## src/rtl/mcalm_pkg.sv

```systemverilog
// ----------------------------------------------------------------------------
// mcalm_pkg
// Types and constants for the multicart address latch mapper.
// ----------------------------------------------------------------------------
package mcalm_pkg;

    localparam int OFFSET_FULL_W = 30;   // 16-bit bank field + 14-bit window
    localparam int PRG_OFFSET_W  = 21;

    localparam logic       MODE_WRITE   = 1'b1;
    localparam logic [3:0] PAGE_SCRATCH = 4'h5;

    // cpu_address bit positions
    localparam int ADDR_ROM_BIT     = 15;
    localparam int ADDR_SCRATCH_BIT = 11;
    localparam int ADDR_KEEP_BIT    = 8;

    // latched_address bit positions
    localparam int LATCH_BANK16_BIT = 7;
    localparam int LATCH_PAD_BIT    = 6;

    typedef enum logic [1:0] {
        SRC_OPEN_BUS = 2'd0,
        SRC_SCRATCH  = 2'd1,
        SRC_PRG_ROM  = 2'd2,
        SRC_NONE     = 2'd3
    } src_t;

    typedef struct packed {
        logic        mode;
        logic [15:0] cpu_address;
        logic [7:0]  write_data;
    } req_t;

    typedef struct packed {
        logic [7:0]              read_data;
        src_t                    data_source;
        logic [PRG_OFFSET_W-1:0] prg_rom_offset;
        logic [7:0]              chr_bank;
        logic                    mirror_horizontal;
    } res_t;

endpackage

```

## src/rtl/mcalm_map.sv

```systemverilog
// ----------------------------------------------------------------------------
// mcalm_map
// Bank state (latched address/data, scratch bytes) and the per-access decode.
// ----------------------------------------------------------------------------
module mcalm_map #(
    parameter int PRG_ADDR_BITS
) (
    input  logic            clk,
    input  logic            rst_n,
    input  logic            fire,
    input  mcalm_pkg::req_t req,
    input  logic [3:0]      dip_setting,
    output mcalm_pkg::res_t res
);
    import mcalm_pkg::*;

    localparam logic [OFFSET_FULL_W-1:0] WRAP_MASK =
        OFFSET_FULL_W'((64'd1 << PRG_ADDR_BITS) - 64'd1);

    logic [15:0] latched_address_reg, latched_address_next;
    logic [7:0]  latched_data_reg, latched_data_next;
    logic [7:0]  scratch_reg [4];
    logic        scratch_we;

    logic                     is_write;
    logic                     is_scratch_page;
    logic                     is_rom;
    logic [15:0]              rom_addr;
    logic [OFFSET_FULL_W-1:0] off_full;

    always_comb
    begin
        is_write        = (req.mode == MODE_WRITE);
        is_scratch_page = (req.cpu_address[15:12] == PAGE_SCRATCH);
        is_rom          = req.cpu_address[ADDR_ROM_BIT];

        // pad mode: DIP value replaces the low nibble
        rom_addr = latched_address_reg[LATCH_PAD_BIT] ?
                   {req.cpu_address[15:4], dip_setting} : req.cpu_address;
        off_full = latched_address_reg[LATCH_BANK16_BIT] ?
                   {latched_address_reg, rom_addr[13:0]} :
                   {latched_address_reg[15:1], rom_addr[14:0]};

        latched_address_next = latched_address_reg;
        latched_data_next    = latched_data_reg;
        scratch_we           = 1'b0;
        res.read_data        = 8'd0;
        res.data_source      = SRC_NONE;
        res.prg_rom_offset   = '0;

        if (is_write)
        begin
            if (is_scratch_page)
            begin
                scratch_we = req.cpu_address[ADDR_SCRATCH_BIT];
            end
            else if (is_rom)
            begin
                if (req.cpu_address[ADDR_KEEP_BIT])
                begin
                    latched_data_next = {latched_data_reg[7:2], req.write_data[1:0]};
                end
                else
                begin
                    latched_address_next = req.cpu_address;
                    latched_data_next    = req.write_data;
                end
            end
        end
        else
        begin
            if (is_scratch_page)
            begin
                if (req.cpu_address[ADDR_SCRATCH_BIT])
                begin
                    res.read_data   = scratch_reg[req.cpu_address[1:0]];
                    res.data_source = SRC_SCRATCH;
                end
                else
                begin
                    res.data_source = SRC_OPEN_BUS;
                end
            end
            else if (is_rom)
            begin
                res.data_source    = SRC_PRG_ROM;
                res.prg_rom_offset = PRG_OFFSET_W'(off_full & WRAP_MASK);
            end
        end

        res.chr_bank          = latched_data_next;
        res.mirror_horizontal = latched_data_next[7];
    end

    always_ff @(posedge clk or negedge rst_n)
    begin
        if (!rst_n)
        begin
            latched_address_reg <= 16'd0;
            latched_data_reg    <= 8'd0;
            for (int i = 0; i < 4; i++)
            begin
                scratch_reg[i] <= 8'd0;
            end
        end
        else if (fire)
        begin
            latched_address_reg <= latched_address_next;
            latched_data_reg    <= latched_data_next;
            if (scratch_we)
            begin
                scratch_reg[req.cpu_address[1:0]] <= req.write_data;
            end
        end
    end

endmodule

```

## src/rtl/multicart_address_latch_mapper_core.sv

```systemverilog
// A request accepted into the input register moves to the result register, which
// drives out_valid. One request per cycle unless out_ready stalls; the two registers
// form a two-stage pipeline that advances whenever the result register is free.
// Reset (rst_n low, asynchronous): latched address/data, scratch bytes and the
// DIP setting clear to zero and both pipeline stages empty.
// ----------------------------------------------------------------------------
// multicart_address_latch_mapper_core
// Cartridge banking logic: one CPU bus access in, one mapping result out.
// ----------------------------------------------------------------------------
module multicart_address_latch_mapper_core #(
    parameter int PRG_ADDR_BITS = 21
) (
    input  logic        clk,
    input  logic        rst_n,
    input  logic        in_valid,
    output logic        in_ready,
    input  logic        mode,
    input  logic [15:0] cpu_address,
    input  logic [7:0]  write_data,
    output logic        out_valid,
    input  logic        out_ready,
    output logic [7:0]  read_data,
    output logic [1:0]  data_source,
    output logic [20:0] prg_rom_offset,
    output logic [7:0]  chr_bank,
    output logic        mirror_horizontal,
    input  logic        cfg_valid,
    output logic        cfg_ready,
    input  logic [3:0]  cfg_wdata
);
    import mcalm_pkg::*;

    logic       req_valid_reg;
    req_t       req_reg;
    logic       out_valid_reg;
    res_t       res_reg;
    res_t       res_next;
    logic [3:0] dip_setting_reg;
    logic       out_free;
    logic       advance;

    assign out_free  = !out_valid_reg || out_ready;
    assign advance   = req_valid_reg && out_free;
    assign in_ready  = !req_valid_reg || advance;
    assign cfg_ready = 1'b1;

    mcalm_map #(
        .PRG_ADDR_BITS (PRG_ADDR_BITS)
    ) u_map (
        .clk         (clk),
        .rst_n       (rst_n),
        .fire        (advance),
        .req         (req_reg),
        .dip_setting (dip_setting_reg),
        .res         (res_next)
    );

    always_ff @(posedge clk or negedge rst_n)
    begin
        if (!rst_n)
        begin
            req_valid_reg   <= 1'b0;
            out_valid_reg   <= 1'b0;
            dip_setting_reg <= 4'd0;
        end
        else
        begin
            if (in_ready)
            begin
                req_valid_reg <= in_valid;
            end
            if (out_free)
            begin
                out_valid_reg <= req_valid_reg;
            end
            if (cfg_valid)
            begin
                dip_setting_reg <= cfg_wdata;
            end
        end
    end

    always_ff @(posedge clk)
    begin
        if (in_valid && in_ready)
        begin
            req_reg.mode        <= mode;
            req_reg.cpu_address <= cpu_address;
            req_reg.write_data  <= write_data;
        end
        if (advance)
        begin
            res_reg <= res_next;
        end
    end

    assign out_valid         = out_valid_reg;
    assign read_data         = res_reg.read_data;
    assign data_source       = res_reg.data_source;
    assign prg_rom_offset    = res_reg.prg_rom_offset;
    assign chr_bank          = res_reg.chr_bank;
    assign mirror_horizontal = res_reg.mirror_horizontal;

endmodule

```

## config.mk

```make
export PLATFORM = sky130hd
export DESIGN_NAME = multicart_address_latch_mapper_core
export DESIGN_NICKNAME = d
export VERILOG_FILES = /design/src/rtl/mcalm_pkg.sv /design/src/rtl/mcalm_map.sv /design/src/rtl/multicart_address_latch_mapper_core.sv
export SDC_FILE = /design/constraint.sdc
export NUM_CORES = 1
export LEC_CHECK = 0
export ABC_AREA = 0
export BUFFER_PORTS_ARGS = -buffer_cell sky130_fd_sc_hd__buf_2
export CAP_MARGIN = 5
export CORE_MARGIN = 3
export CORE_UTILIZATION = 24
export CTS_BUF_LIST = sky130_fd_sc_hd__clkbuf_8 sky130_fd_sc_hd__clkbuf_16
export DETAILED_ROUTE_END_ITERATION = 10
export PLACE_DENSITY = 0.4
export SLEW_MARGIN = 20
export SYNTH_ARGS = -nofsm -noshare
export SYNTH_HDL_FRONTEND = slang
export SYNTH_SLANG_ARGS = --single-unit
```

## constraint.sdc

```tcl
create_clock -name clk -period 1.95 [get_ports clk]
set_input_delay 0.195 -clock clk [delete_from_list [all_inputs] [get_ports clk]]
set_output_delay 0.195 -clock clk [all_outputs]
set_load 0.005 [all_outputs]
```

# ---- Yosys cells after proc, flatten, opt, wreduce, memory -nomap -nowiden
# Cells that the tools add are included.
dict set report word_totals {
  reg_bits 119
  in_bits 34
  word_cells 53
}
dict set report classes {
  order_cmp 2
  n_eq_ne 1
  mux 17
  bitwise_logic 5
  reduce_logical 11
}
# cell n
set ops {}
lappend ops {{8-bit two-way mux} 7}
lappend ops {{32-bit bitwise mux} 1}
lappend ops {{22-bit two-way mux} 1}
lappend ops {{8-bit binary-select mux with 2-bit select} 1}
lappend ops {{8-bit demux with 2-bit select} 1}
lappend ops {{15-bit two-way mux} 1}
lappend ops {{3-bit OR reduction} 2}
lappend ops {{5-bit AND reduction} 1}
lappend ops {{4-bit by 3-bit == test with 1-bit output, second input constant} 1}
lappend ops {{4-bit two-way mux} 1}
lappend ops {{1-bit inverter} 4}
lappend ops {{3-bit >= comparator, second input constant} 1}
lappend ops {{1-bit logical AND} 3}
lappend ops {{3-bit by 1-bit < comparator with 1-bit output, second input constant} 1}
lappend ops {{1-bit two-way mux} 3}
lappend ops {{2-bit inverter with 3-bit output} 1}
lappend ops {{1-bit logical NOT} 2}
lappend ops {{1-bit logical OR} 2}
lappend ops {{2-bit two-way mux} 1}
lappend ops {{2-bit AND reduction} 1}

# ---- Longest topological paths before layout
# Gate-level depths: netlist of run 1.
dict set report depth {
  depth_word 6
  ltp_mapped 7
  ltp_nobuf 4
}

# ---- Cells and area by module
# From an unflattened synthesis of run 1, not the netlist that was laid out.
dict set report hier_totals {
  cells_unflattened 256
  hier_area_um2 4679.5
}
# mod instances cells_each area_per_inst_um2
set modules_own_cells {}
lappend modules_own_cells {mcalm_map 1 173 2469.9}
lappend modules_own_cells {multicart_address_latch_mapper_core 1 83 2209.6}

# ---- Worst setup path before layout of run 1
# Ideal clock, no wire load.
dict set report synth_timing {
  path_type {reg-to-reg}
  from {register req_reg[23] in the netlist's numbering}
  to {register u_map.scratch_reg[10] in the netlist's numbering}
  setup_time_ps 125
  arrival_time_ps 1681
  setup_slack_ps 145
  path_stages_with_launch 5
  synth_period_minus_slack_ps 1805
  path_cell_list {edfxtp_1 -> and4bb_2 -> nand2_4 -> nor4b_4 -> mux2_2}
}
dict set report synth_between {
  elab_chain_len 4
}
# item line
set synth_lines {}
lappend synth_lines {{from (decl)} multicart_address_latch_mapper_core.sv:34} ;# req_t req_reg;
lappend synth_lines {{4-bit by 3-bit == test with 1-bit output} mcalm_map.sv:34} ;# is_scratch_page = (req.cpu_address[15:12] == PAGE_SCRATCH);
lappend synth_lines {{1-bit two-way mux} mcalm_map.sv:53} ;# if (is_scratch_page)
lappend synth_lines {{1-bit two-way mux} mcalm_map.sv:51} ;# if (is_write)
lappend synth_lines {{2-bit AND reduction (no source line)} -}
lappend synth_lines {{to (signal, indexed assignment)} mcalm_map.sv:112} ;# scratch_reg[req.cpu_address[1:0]] <= req.write_data;
lappend synth_lines {{to (decl)} mcalm_map.sv:22} ;# logic [7:0] scratch_reg [4];
# No other way between the ends.
# A chain may end at the register's enable or synchronous reset.

# ---- Final worst setup path of run 1
dict set report layout_timing {
  from {register req_reg[23] in the netlist's numbering}
  to {register u_map.scratch_reg[9] in the netlist's numbering}
}
# The elaborated chain is that of the path after synthesis.

==> results of run 1 <==
final cells by class:
cell class | count | area (um2)
sequential | 118 | 3270
tap | 260 | 325
inverter | 3 | 11.3
timing repair buffer | 122 | 843
multi-input combinational | 124 | 1310
clock buffer | 19 | 453
fill | 1910 | 12600
clock inverter | 13 | 114
layer usage:
layer	part of all wire (%)	vias up	routed length (um)	track usage, %
met1	47	1311	4840	13.4
met3	3.9	16	405	3.55
met5	0	-	0	0
met2	48	56	4970	16.2
met4	1.9	0	194	5.13
li1	-	1214	-	-
cells by family (layout without fill, tap and decap cells):
logic type / count (synthesis) / after routing
compound gates: 1 / 1
simple gates: 49 / 49
mux: 73 / 73
other cells: 1 / 1
buf+inv: 14 / 157
flops: 118 / 118
synthesized netlist by cell type:
cell	n
and2_1	17
and2b_1	1
and3_1	8
and4bb_2	1
buf_2	2
buf_4	2
buf_6	3
clkbuf_1	4
conb_1	1
dfrtp_1	54
edfxtp_1	64
inv_1	3
mux2_2	50
mux2_4	10
mux2i_1	5
mux4_2	8
nand2_1	2
nand2_2	1
nand2_4	1
nand2b_1	3
nand3_1	1
nand3b_1	1
nor2_1	5
nor2b_1	1
nor3_4	1
nor4_4	2
nor4b_4	1
o21ai_0	1
or2_1	2
or2b_1	1
placed cells by master, fill, tap and decap left out:
master / n
mux2i_1: 5
conb_1: 1
and2b_1: 1
clkbuf_8: 2
nor4_4: 2
nand2b_1: 3
and3_1: 8
nand3_1: 1
clkinv_2: 4
buf_4: 13
o21ai_0: 1
nor2_1: 5
clkinv_1: 3
clkinvlp_4: 2
clkbuf_16: 17
or2b_1: 1
nor4b_4: 1
nand2_2: 1
bufinv_16: 2
edfxtp_1: 64
dlygate4sd3_1: 31
and4bb_2: 1
and2_1: 17
nand2_1: 2
or2_1: 2
nand3b_1: 1
nor3_4: 1
buf_12: 3
nor2b_1: 1
inv_1: 5
mux2_2: 50
dfrtp_1: 54
mux2_4: 10
mux4_2: 8
nand2_4: 1
buf_2: 75
through the flow:
step / worst slack (ps) / util [%] / instances / hold WS (ps)
finish: 95.2 / 33.5 / 659 / 94.5
global route: 3.96 / 33.5 / 659 / 97.3
CTS: 91.9 / 33.5 / 659 / 73.9
detailed placement: 105 / 28.9 / 596 / 183
global placement: 171 / 28.9 / 596 / 171
floorplan: 145 / - / 256 / -101
how the worst max path moves through the flow:
stage / slack, ps / to / depth (start not counted) / from
floorplan: 140 / u_map.scratch_reg[10] / 4 / req_reg[23]
global placement: 170 / u_map.scratch_reg[11] / 5 / req_reg[23]
detailed placement: 110 / u_map.scratch_reg[9] / 5 / req_reg[23]
CTS: 90 / u_map.scratch_reg[9] / 5 / req_reg[23]
global route: 4 / u_map.scratch_reg[13] / 5 / req_reg[23]
finish: 100 / u_map.scratch_reg[9] / 5 / req_reg[23]
repair_timing:
action / in CTS / in global routing
hold endpoints to repair: 45 / 0
resized for setup: 0 / 0
hold buffers: 31 / 0
tightest hold or removal path, delay by kind of cell:
| family | cells | cell delay, ps |
|---|---|---|
| buf+inv | 1 | 80 |
| simple gates | 2 | 190 |
power breakdown:
part / leakage [nW] / switching [W] / internal, W
registers: 1.33 / 0.000146 / 0.00294
clock network: 0.283 / 0.00107 / 0.00191
logic: 1.14 / 0.000258 / 0.000389
==> flow_metrics.tcl, run 1 <==
set metrics [dict create \
    first_global_vias 2908 \
    grt-ovfl-total 0 \
    max-vdd-ir-drop_uv 629 \
    slowest_stage "edfxtp_1" \
    crit_type "flop to flop" \
    endpoint_kind "flop" \
    die_h_um 146 \
    cts-htree-levels 4 \
    drt-initial-drc-count 160 \
    syn_area_per_cell_um2 18.2 \
    drc_errors 0 \
    antenna_found_initial 0 \
    io_buffer_count 75 \
    power_density_nw_per_um2 1060 \
    clk_pin_slew_worst_paths_ps 50 \
    setup_viol 0 \
    hold_viol_final 0 \
    netlist_area_um2 4670 \
    post-route-period-util_pct 95.1 \
    yosys.area_share.simple_pct 7.71 \
    synth_top_area_share_pct 41.1 \
    drive_gt1_share_pct 48.4 \
    vias_per_cell 3.94 \
    vias 2597 \
    dr.pass1.iters 4 \
    die_w_um 146 \
    rsz0062_at_grt "false" \
    hold_path_class "input pin to flop" \
    reg2reg_to "u_map.scratch_reg[9]" \
    synth_cell_type_count 30 \
    rows 50 \
    dieArea_um2 21200 \
    fin_worst_skew_ps 12.2 \
    cts_sinks 118 \
    critical_path.max_fanout 8 \
    yosysWarnings 0 \
    gp_congestion 0.662 \
    drv_slew 0 \
    synth-compound-area-share_pct 0.107 \
    path_buf_inv 1 \
    clockBufferDepth 2 \
    cp_top_family "simple AND/OR/NAND/NOR gates" \
    io-pin-count 77 \
    ff2ff_setup_slack_ps 100 \
    maxCapViolCount 0 \
    hold_end "req_valid_reg" \
    routed_wl_mm 10.4 \
    leakage_nw 2.75 \
    n_antenna_cell 0 \
    final_area_um2 6330 \
    required_ps 2250 \
    synth_top_family_by_area "multiplexers" \
    synth-seq-area-share_pct 70.1 \
    dp_hpwl_mm 6.87 \
    crit_path_start_kind "flop" \
    reg2reg_from "req_reg[23]" \
    cts_root_buffer "clkbuf_16" \
    muxShareOfSynthArea_pct 20.2 \
    cts_inserted_buffers 17 \
    grtUsageTotal_pct 10.5 \
    fin_crit_ps 1850 \
    fmax_mhz 539 \
    grt_start_max_net_pins 40 \
    fin_setup_tns_ps 0 \
    slowest_delay_ps 420 \
    status "finished clean" \
    detail-route-antenna-nets 0 \
    area_growth_pct 35.6 \
    power_w 0.00671 \
    grt_pass1_wl_mm 16.6 \
    arrival_ps 2150 \
    core_area_um2 18900 \
    ys_top_cells_by_area "edfxtp_1, dfrtp_1, mux2_2" \
    ys_ff_latch 118 \
    start_util_pct 24.7 \
    holdPathStages 3 \
    wl_per_cell_um 15.8 \
    largest_reg_flops 32 \
    r2r_cells 5 \
    postCtsSetupRepairBufs 0 \
    syn_inst 256 \
    synth_xor_area_share_pct 0 \
    cts_tree "built" \
    dpl-instance-area_um2 5460 \
    path_cells "and4bb_2 -> nand2_4 -> nor4b_4 -> buf_4 -> mux2_2" \
    clock_latency_ps 420 \
    min_from "out_ready" \
    fin_nets 420 \
    synth_fp_nets 290 \
    synth_fa_ha_area_share_pct 0 \
    yosysTopAreaCell "edfxtp_1" \
]
Power figures use the tool's default switching activity.
==> run 2: changes to the inputs <==
--- a/config.mk
+++ b/config.mk
@@ -16,4 +16,5 @@
 export SLEW_MARGIN = 20
 export SYNTH_ARGS = -nofsm -noshare
 export SYNTH_HDL_FRONTEND = slang
+export SYNTH_HIERARCHICAL = 1
 export SYNTH_SLANG_ARGS = --single-unit
==> flow_metrics.tcl, run 2 <==
set metrics [dict create \
    status "finished clean" \
    cts_root_buffer "clkbuf_16" \
    dieArea_um2 21200 \
    ys_ff_latch 119 \
    tightest_slew_ps 595 \
    required_ps 2240 \
    fin_crit_ps 1810 \
    post-route-period-util_pct 92.7 \
    endpoint_kind "flop" \
    synth_top_area_share_pct 41.7 \
    postCtsSetupRepairBufs 0 \
    final_cell_mix "buf_2, edfxtp_1, dfrtp_1" \
    synth_xor_area_share_pct 0 \
    power_density_nw_per_um2 1020 \
    yosysTopAreaCell "edfxtp_1" \
    vias_per_cell 3.89 \
    ff2ff_setup_slack_ps 140 \
    holdPathStages 2 \
    cts_inserted_buffers 17 \
    crit_path_start_kind "flop" \
    drive_gt1_share_pct 49.1 \
    setup_viol 0 \
    clockBufferDepth 2 \
    synth-compound-area-share_pct 0.294 \
    grt_pass1_wl_mm 16.2 \
    place_inst 599 \
    syn_area_per_cell_um2 18.3 \
    first_global_vias 2800 \
    drt-initial-drc-count 124 \
    fillerInstances 1857 \
    io-pin-count 77 \
    yosysMostFrequentCell "edfxtp_1" \
    fin_nets 420 \
    grt_start_max_net_pins 43 \
    synth-seq-area-share_pct 70.6 \
    routed_wl_mm 10.1 \
    start_util_pct 24.7 \
    maxCapViolCount 0 \
    slew-limit-headroom_pct 60.3 \
    dpl-instance-area_um2 5520 \
    die_h_um 146 \
    yosys.area_share.simple_pct 7.99 \
    cts_tree "built" \
    max-vdd-ir-drop_uv 598 \
    io_buffer_count 75 \
    dr.pass1.iters 6 \
    ys_top_cells_by_area "edfxtp_1, dfrtp_1, mux2_2" \
    leakage_nw 2.68 \
    antenna_found_initial 0 \
    rsz0062_at_grt "false" \
    vias 2564 \
    critical_path.max_fanout 8 \
    rows 50 \
    synth_top_family_by_area "multiplexers" \
    muxShareOfSynthArea_pct 19.8 \
    arrival_ps 2090 \
    synth.top_cells.by_count "edfxtp_1, dfrtp_1, mux2_2" \
    synth_cell_type_count 28 \
    gp_congestion 0.699 \
    layout_commonest_cell "buf_2" \
    synth-edff-count 65 \
    final_area_um2 6320 \
    drc_errors 0 \
    syn_inst 256 \
    grt-ovfl-total 0 \
    netlist_area_um2 4680 \
    fmax_mhz 553 \
    n_antenna_cell 0 \
    area_growth_pct 35.2 \
    clock_latency_ps 410 \
    ys.flop_type "edfxtp_1" \
    clk_pin_slew_worst_paths_ps 60 \
    hold_viol_final 0 \
    die_w_um 146 \
    grtUsageTotal_pct 10.1 \
    hold_path_class "input pin to flop" \
    synth_fa_ha_area_share_pct 0 \
    detail-route-antenna-nets 0 \
    synth_fp_nets 290 \
    largest_reg_flops 32 \
    dp_hpwl_mm 6.72 \
    drv_slew 0 \
    async_reset_ff_share_pct 45.4 \
    yosysWarnings 6 \
    fin_worst_skew_ps 8.44 \
    wl_per_cell_um 15.3 \
    r2r_cells 5 \
    stdcell_count 659 \
    cts-htree-levels 4 \
    crit_type "flop to flop" \
    cts_sinks 119 \
    core_area_um2 19000 \
]
## run 2: logic make-up (layout without fill, tap and decap cells)
logic type,Yosys count,after routing
and+or+nand+nor,51,51
buffers and inverters,11,154
muxes,72,72
other,1,1
DFF,119,119
AOI/OAI and AO/OA,2,2
## run 2: critical path, cell delays in order (launching register included)
cell	delay (ps)
dfrtp_1	410
nand2b_1	100
and2_4	180
nand3_4	110
or4_4	550
mux2_4	330
## run 2: layer usage
layer / global-route usage, % / wire [um] / vias to the layer above
li1: - / - / 1213
met3: 3.64 / 357 / 6
met2: 15.7 / 4900 / 48
met5: 0 / 0 / -
met4: 3.42 / 90 / 0
met1: 13.1 / 4740 / 1297
## run 2: report_power, final
group,total (W),switching [W],internal (W)
logic,0.000612,0.000254,0.000359
clock network,0.00276,0.00107,0.00169
registers,0.00311,0.000138,0.00297
total,0.00648,0.00146,0.00502
## run 2: final timing paths
| check | startpoint | endpoint |
|---|---|---|
| worst min register to register | u_map/latched_address_reg[2] | u_map/latched_address_reg[2] |
| worst min-delay path | cfg_wdata[2] | dip_setting_reg[2] |
| worst max register to register | out_valid | u_map/scratch_reg[25] |
| min in group asynchronous | rst_n | u_map/latched_address_reg[2] |
| max in group asynchronous | rst_n | u_map/scratch_reg[10] |
| worst max-delay path | out_valid | u_map/scratch_reg[25] |
## run 2: final cells by class
type                       count  area, um2  area share, %
clock buffer                  19        464           7.34
multi-input combinational    126       1370           21.6
sequential                   119       3300           52.2
clock inverter                13       63.8           1.01
inverter                       2       7.51          0.119
timing repair buffer         120        796           12.6
tap                          260        325           5.14
## run 2: repair_timing
item	CTS	global route
hold endpoints to repair	42	0
hold buffers	28	0
gates resized for setup	0	0
## run 2: through the flow
step	setup TNS [ps]	hold WS [ps]	util, %	setup slack (ps)	power, W
floorplan	-4070	-101	-	-163	0.00347
global route	0	17.2	33.4	64.4	0.00680
global placement	0	159	29.1	152	0.00373
CTS	0	4.10	33.4	133	0.00659
finish	0	27.9	33.4	143	0.00648
detailed placement	0	162	29.1	135	0.00374
